$ cat config.mk
export PLATFORM = sky130hd
export DESIGN_NAME = vfcl_front_flat
export DESIGN_NICKNAME = d
export VERILOG_FILES = /design/src/rtl/core/vfcl_pkg.sv /design/src/rtl/core/vfcl_if.sv /design/src/rtl/core/vfcl_front.sv /design/src/flat_wrapper.sv
export SDC_FILE = /design/constraint.sdc
export NUM_CORES = 1
export LEC_CHECK = 0
export BUFFER_PORTS_ARGS = -buffer_cell sky130_fd_sc_hd__buf_4
export CAP_MARGIN = 20
export CORE_ASPECT_RATIO = 0.75
export CORE_UTILIZATION = 50
export DETAILED_ROUTE_END_ITERATION = 16
export GPL_TIMING_DRIVEN = 0
export PLACE_DENSITY_LB_ADDON = 0.12
export SLEW_MARGIN = 20
export SYNTH_ARGS = -nofsm -noshare
export SYNTH_HDL_FRONTEND = slang
export SYNTH_SLANG_ARGS = --single-unit
$ cat constraint.sdc
create_clock -name clock -period 4 [get_ports clock]
set_clock_uncertainty 0.15 [all_clocks]
set_input_delay 0.6 -clock clock [delete_from_list [all_inputs] [get_ports clock]]
set_output_delay 0.6 -clock clock [all_outputs]
set_load 0.05 [all_outputs]
$ cat src/rtl/core/vfcl_pkg.sv
// Types, constants and tables of the voxel face mesher.
`timescale 1ns / 1ps
`default_nettype none
package vfcl_pkg;

   localparam int CHUNK_EDGE_DEF = 16;
   localparam int TILE_SIZE_DEF  = 16;
   localparam int ATLAS_SIZE_DEF = 512;

   localparam int COORD_W = 5;
   localparam int CW      = COORD_W + 1;
   localparam int TYPE_W  = 4;
   localparam int LIGHT_W = 8;
   localparam int CELL_W  = TYPE_W + LIGHT_W;
   localparam int FACE_W  = 3;
   localparam int TEX_W   = 9;
   localparam int POS_W   = 4;
   localparam int SUM_W   = LIGHT_W + 2;
   localparam int NUM_W   = 20;
   localparam int DEN_W   = 12;
   localparam int NUM_FACES = 6;
   localparam int NUM_CORNERS = 4;
   localparam int GRID_N  = 9;
   localparam int QUEUE_DEPTH = 2;
   localparam int SCALE_STEPS = 8;

   localparam logic [TYPE_W-1:0]  TYPE_AIR     = 4'd0;
   localparam logic [TYPE_W-1:0]  TYPE_EMITTER = 4'd4;
   localparam logic [LIGHT_W-1:0] LIGHT_FULL   = 8'd255;

   localparam logic [0:0] CSR_MIN_LIGHT = 1'b0;
   localparam logic [0:0] CSR_MAX_LIGHT = 1'b1;

   localparam logic [FACE_W-1:0] FACE_FRONT  = 3'd0;
   localparam logic [FACE_W-1:0] FACE_BACK   = 3'd1;
   localparam logic [FACE_W-1:0] FACE_RIGHT  = 3'd2;
   localparam logic [FACE_W-1:0] FACE_LEFT   = 3'd3;
   localparam logic [FACE_W-1:0] FACE_BOTTOM = 3'd4;
   localparam logic [FACE_W-1:0] FACE_TOP    = 3'd5;
   localparam logic [FACE_W-1:0] FACE_END    = 3'd6;

   typedef struct packed {
      logic                mesh;
      logic [COORD_W-1:0]  x;
      logic [COORD_W-1:0]  y;
      logic [COORD_W-1:0]  z;
      logic [TYPE_W-1:0]   btype;
      logic [LIGHT_W-1:0]  light;
   } vfcl_cmd_type;

   typedef struct packed {
      logic                                start;
      logic [NUM_CORNERS-1:0][SUM_W-1:0]   sum4;
      logic [LIGHT_W-1:0]                  nl;
   } vfcl_scale_req_type;

   typedef struct packed {
      logic                                done;
      logic [NUM_CORNERS-1:0][LIGHT_W-1:0] lit;
   } vfcl_scale_rsp_type;

   typedef enum logic [3:0] {
      B_IDLE, B_OWN, B_MASK, B_MASKW, B_FSEL, B_GRID, B_GWAIT, B_SGO, B_SWAIT, B_EMIT
   } vfcl_back_state_type;

   function automatic logic [TYPE_W-1:0] tile_index(input logic [TYPE_W-1:0] btype,
                                                    input logic [FACE_W-1:0] face);
      logic [TYPE_W-1:0] idx;
      idx = 4'd0;
      unique case (btype)
         4'd1: idx = 4'd2;
         4'd2: idx = 4'd3;
         4'd3: idx = (face == FACE_BOTTOM) ? 4'd2 : ((face == FACE_TOP) ? 4'd1 : 4'd0);
         4'd4: idx = 4'd4;
         4'd5: idx = 4'd5;
         4'd6: idx = (face == FACE_BOTTOM || face == FACE_TOP) ? 4'd7 : 4'd6;
         4'd7: idx = 4'd8;
         4'd8: idx = 4'd9;
         default: idx = 4'd0;
      endcase
      return idx;
   endfunction

   // Two bits per corner, corner k at [2k+1:2k]: negative step along the first
   // and the second in-plane axis of the face.
   function automatic logic [2*NUM_CORNERS-1:0] corner_code(input logic [FACE_W-1:0] face);
      logic [2*NUM_CORNERS-1:0] code;
      code = 8'b0;
      unique case (face)
         FACE_FRONT:  code = {2'b00, 2'b10, 2'b11, 2'b01};
         FACE_BACK:   code = {2'b01, 2'b11, 2'b10, 2'b00};
         FACE_RIGHT:  code = {2'b01, 2'b11, 2'b10, 2'b00};
         FACE_LEFT:   code = {2'b00, 2'b10, 2'b11, 2'b01};
         FACE_BOTTOM: code = {2'b01, 2'b11, 2'b10, 2'b00};
         FACE_TOP:    code = {2'b11, 2'b01, 2'b00, 2'b10};
         default:     code = 8'b0;
      endcase
      return code;
   endfunction

endpackage
`default_nettype wire

$ cat src/rtl/core/vfcl_if.sv
// Valid and ready channel interfaces for requests and face records.
`timescale 1ns / 1ps
`default_nettype none
interface vfcl_req_if;
   logic       valid;
   logic       ready;
   logic       func;
   logic [4:0] cell_x;
   logic [4:0] cell_y;
   logic [4:0] cell_z;
   logic [3:0] block_type;
   logic [7:0] light_level;

   modport source(output valid, func, cell_x, cell_y, cell_z, block_type, light_level,
                  input ready);
   modport sink(input valid, func, cell_x, cell_y, cell_z, block_type, light_level,
                output ready);
endinterface

`default_nettype wire

$ cat src/rtl/core/vfcl_front.sv
// Request intake: classifies items and queues the ones that need work.
`timescale 1ns / 1ps
`default_nettype none
module vfcl_front
   import vfcl_pkg::*;
#(
   parameter int CHUNK_EDGE = CHUNK_EDGE_DEF
) (
   input  wire logic   clock,
   input  wire logic   reset,
   vfcl_req_if.sink    req,
   output logic        cmd_valid,
   output vfcl_cmd_type cmd,
   input  wire logic   cmd_ready
);

   localparam int PAD   = CHUNK_EDGE + 2;
   localparam int PTR_W = $clog2(QUEUE_DEPTH);
   localparam int CNT_W = $clog2(QUEUE_DEPTH + 1);

   vfcl_cmd_type       fifo_ff [QUEUE_DEPTH];
   logic [PTR_W-1:0]   wr_ptr_ff, wr_ptr_in;
   logic [PTR_W-1:0]   rd_ptr_ff, rd_ptr_in;
   logic [CNT_W-1:0]   count_ff, count_in;
   logic               in_pad, interior, keep, push, pop;

   always_comb begin
      in_pad   = (int'(req.cell_x) < PAD) && (int'(req.cell_y) < PAD) &&
                 (int'(req.cell_z) < PAD);
      interior = (req.cell_x != '0) && (req.cell_y != '0) && (req.cell_z != '0) &&
                 (int'(req.cell_x) <= CHUNK_EDGE) && (int'(req.cell_y) <= CHUNK_EDGE) &&
                 (int'(req.cell_z) <= CHUNK_EDGE);
      keep     = req.func ? interior : in_pad;
      push     = req.valid && req.ready && keep;
      pop      = cmd_valid && cmd_ready;
      wr_ptr_in = push ? wr_ptr_ff + 1'b1 : wr_ptr_ff;
      rd_ptr_in = pop ? rd_ptr_ff + 1'b1 : rd_ptr_ff;
      count_in  = count_ff + CNT_W'(push) - CNT_W'(pop);
   end

   assign req.ready = (int'(count_ff) != QUEUE_DEPTH);
   assign cmd_valid = (count_ff != '0);
   assign cmd       = fifo_ff[rd_ptr_ff];

   always_ff @(posedge clock) begin
      if (reset) begin
         wr_ptr_ff <= '0;
         rd_ptr_ff <= '0;
         count_ff  <= '0;
      end else begin
         wr_ptr_ff <= wr_ptr_in;
         rd_ptr_ff <= rd_ptr_in;
         count_ff  <= count_in;
      end
   end

   always_ff @(posedge clock) begin
      if (push) begin
         fifo_ff[wr_ptr_ff] <= '{mesh: req.func, x: req.cell_x, y: req.cell_y,
                                 z: req.cell_z, btype: req.block_type,
                                 light: req.light_level};
      end
   end

endmodule
`default_nettype wire

$ cat src/flat_wrapper.sv
// flat-port wrapper written by rule: the top's interface ports become plain ports
module vfcl_front_flat import vfcl_pkg::*;
#(
   parameter int CHUNK_EDGE = CHUNK_EDGE_DEF
)
  (clock, reset, cmd_valid, cmd, cmd_ready, req_valid, req_func, req_cell_x, req_cell_y, req_cell_z, req_block_type, req_light_level, req_ready);
  vfcl_req_if req_i ();
  input  wire logic clock;
  input  wire logic reset;
  output logic cmd_valid;
  output vfcl_cmd_type cmd;
  input  wire logic cmd_ready;
  input wire logic [$bits(req_i.valid)-1:0] req_valid;
  input wire logic [$bits(req_i.func)-1:0] req_func;
  input wire logic [$bits(req_i.cell_x)-1:0] req_cell_x;
  input wire logic [$bits(req_i.cell_y)-1:0] req_cell_y;
  input wire logic [$bits(req_i.cell_z)-1:0] req_cell_z;
  input wire logic [$bits(req_i.block_type)-1:0] req_block_type;
  input wire logic [$bits(req_i.light_level)-1:0] req_light_level;
  output wire logic [$bits(req_i.ready)-1:0] req_ready;
  assign req_i.valid = req_valid;
  assign req_i.func = req_func;
  assign req_i.cell_x = req_cell_x;
  assign req_i.cell_y = req_cell_y;
  assign req_i.cell_z = req_cell_z;
  assign req_i.block_type = req_block_type;
  assign req_i.light_level = req_light_level;
  assign req_ready = req_i.ready;
  vfcl_front #(.CHUNK_EDGE(CHUNK_EDGE)) u_core (.clock(clock), .reset(reset), .req(req_i), .cmd_valid(cmd_valid), .cmd(cmd), .cmd_ready(cmd_ready));
endmodule
==> impl_metrics.csv <==
group,metric,value,unit
timing,relSlewSlack,53.8,%
power_and_ir_drop,leakage,0.00117,µW
drt,vias,1285,
yosys,syn_nets,161,
timing,period_needed,2.74,ns
clock_network,cts.path.max_buffers,2,
clock_network,cts_buffers,9,
job,max_cap_viol_count,0,
timing,fmax,365,MHz
placed_design,gp_congestion,0.725,
drt,detail-route-antenna-nets,0,
critical_path,r2r_setup_slack,1.95,ns
drt,route.detailed.drc,0,
floorplanning,fp.dieH,61.4,µm
final_layout,nets,234,
clock_network,h-tree-depth,3,
drt,drtPass1Iterations,4,
yosys,synth-adder-area-share,1.06,%
critical_path,critical_path_peak_fanout,10,
drt,viasPerCell,4.90,
critical_path,cp.arrival,1.99,ns
timing,tns,0,ns
yosys,synth-compound-area-share,1.22,%
run_status,status,"complete, no violations",
global_routing,antenna_found_initial,0,
timing,hold_violations,0,
final_layout,instances_no_fill,262,
placed_design,dp.cells,246,
critical_path,slowest_delay,0.43,ns
floorplanning,dieArea,4980,µm²
clock_network,cts_sinks,61,
timing,fin_crit_sh,68.4,%
yosys,yosys.area_share.simple,5.53,%
final_layout,fill_cells,312,
floorplanning,ios,62,
critical_path,path_class,"flip-flop to output pin",
yosys,synth_cell_types,24,
final_layout,multi_input_area,549,µm²
clock_network,path_clk_slew,0.07,ns
global_routing,grt_use_total,17.3,%
clock_network,cts_setup_buffers,0,
yosys,synth_area_per_cell,18.5,µm²
placed_design,pre_cts_slack,1.09,ns
yosys,synth_warnings,0,
timing,rsz0062_at_grt,"false",
critical_path,end_kind,"output pin",
floorplanning,die_w,81.2,µm
critical_path,crit_path_start_kind,"flip-flop",
global_routing,grt_pass1_wl,5870,µm
yosys,synth_edf_count,56,
final_layout,layout-drive-gt1-share,55.6,%
yosys,synth_top_family_by_area,"multiplexers",
drt,drt_iter0_markers,61,
timing,slew_violations,0,
placed_design,io_buffers,61,
critical_path,required,3.25,ns
yosys,synth.mux.area_fraction,14.1,%
final_layout,seq_area,1780,µm²
critical_path,cpMaxStageDelayCell,"clkbuf_1",
timing,setup_viol,0,
timing,tightest_slew,0.693,ns
yosys,synth_xor_area_share,1.12,%
power_and_ir_drop,ir_worst_vdd,287,µV
floorplanning,core-area,4490,µm²
global_routing,grt_max_degree,29,
yosys,synthArstFlopShare,0,%
critical_path,crit_chain,"clkbuf_1, buf_2, mux2_2, buf_4",
clock_network,cts-resized-gates,0,
final_layout,antennaDiodeCount,0,
final_layout,area_growth_syn_to_layout,32.1,%
yosys,ys_ff_latch,61,
drt,routed_wl,3930,µm
power_and_ir_drop,p_per_area,558,nW/µm²
yosys,ys_seq_area_share,75.8,%
clock_network,postCtsHoldBufs,0,
placed_design,dp.final_hpwl,2740,µm
yosys,syn_inst,127,
floorplanning,rows,21,
timing,worst_slack,1.26,ns
floorplanning,initial_core_util,52.3,%
global_routing,grt_pass1_vias,1248,
drt,routedWlPerCell,15.0,µm
clock_network,cts_tree,"built",
hold_path,hp-class,"input pin to flip-flop",
clock_network,root_buffer,"clkbuf_8",
global_routing,grt_overflow,0,
yosys,synth_top_flop_cell,"edfxtp_1",
yosys,netlist_area,2350,µm²
clock_network,clk_latency,0.32,ns
[layout make-up]
cell class	instances	area share, %
multi-input cells	59	17.7
plain buffers	3	0.443
flip-flops and latches	61	57.4
repair buffers	62	15.6
clock inverters	7	2.13
inverters	4	0.483
clock buffers	9	3.99
well taps	57	2.30
[per-stage QoR]
stage	hold WS (ns)	area (µm²)	total power (µW)	utilization (%)
global route	0.281	3110	1810	69.1
floorplan	0.331	2350	1100	-
CTS	0.291	3110	1750	69.1
global placement	0.345	2880	1240	64.1
finish	0.308	3110	1730	69.1
detailed placement	0.367	2920	1250	64.9
[final timing paths]
kind | endpoint | from | depth (start not counted)
min | u_core.fifo_ff[0][11] | req_block_type[3] | 1
max | cmd[15] | flip-flop | 4
max reg2reg | u_core.fifo_ff[1][23] | u_core.count_ff[0] | 5
min reg2reg | flip-flop | u_core.rd_ptr_ff | 2
[registers in the layout (all words and copies together) (netlist names), named ones only]
signal	flops
u_core.fifo_ff	56
u_core.count_ff	2
u_core.rd_ptr_ff	1
u_core.wr_ptr_ff	1
[cells in the mapped netlist (2+ instances only)]
library cell | count | area [µm²]
and2_1 | 3 | 18.8
edfxtp_1 | 56 | 1680
nor3_1 | 3 | 15.0
nor2_1 | 4 | 15.0
mux2_2 | 28 | 315
inv_1 | 4 | 15.0
buf_2 | 2 | 10.0
dfxtp_1 | 5 | 100
ha_1 | 2 | 25.0
nor2b_1 | 3 | 18.8
or3_4 | 2 | 22.5
a21oi_1 | 2 | 10.0
xnor2_1 | 2 | 17.5
[worst max-delay path, delay by kind of cell (launching register included)]
family	cells	cell delay (ns)
buffers and inverters	3	0.98
flip-flops	1	0.30
multiplexers	1	0.38
[power breakdown]
group	switching, µW	internal (µW)	leakage (µW)
sequential	9.76	724	0.000547
combinational	314	184	0.000531
clock	221	283	0.0000887
[cell usage in the layout (no fill, tap or decap), types with 3 or more instances in the layout]
cell / netlist / layout
buf_4: 0 / 61
clkbuf_8: 0 / 9
clkinvlp_4: 0 / 3
dfxtp_1: 5 / 5
edfxtp_1: 56 / 56
inv_1: 4 / 4
mux2_2: 28 / 28
nor2_1: 4 / 4
nor3_1: 3 / 3
[routing by layer]
metal	up-vias	track usage (%)	part of all wire, %
met5	-	0	0
met4	0	5.36	0.38
met3	2	9.04	7.2
met2	42	29.1	52
met1	611	19.4	40
li1	630	-	-
[cell families (layout without fill, tap and decap cells)]
logic type	after synthesis	in the layout
fa+ha+maj	2	2
compound gates	5	5
xor+xnor	3	3
simple gates	20	20
flops	61	61
mux	29	29
buf+inv	7	85
Note: power is estimated with default switching activity, not from simulation.
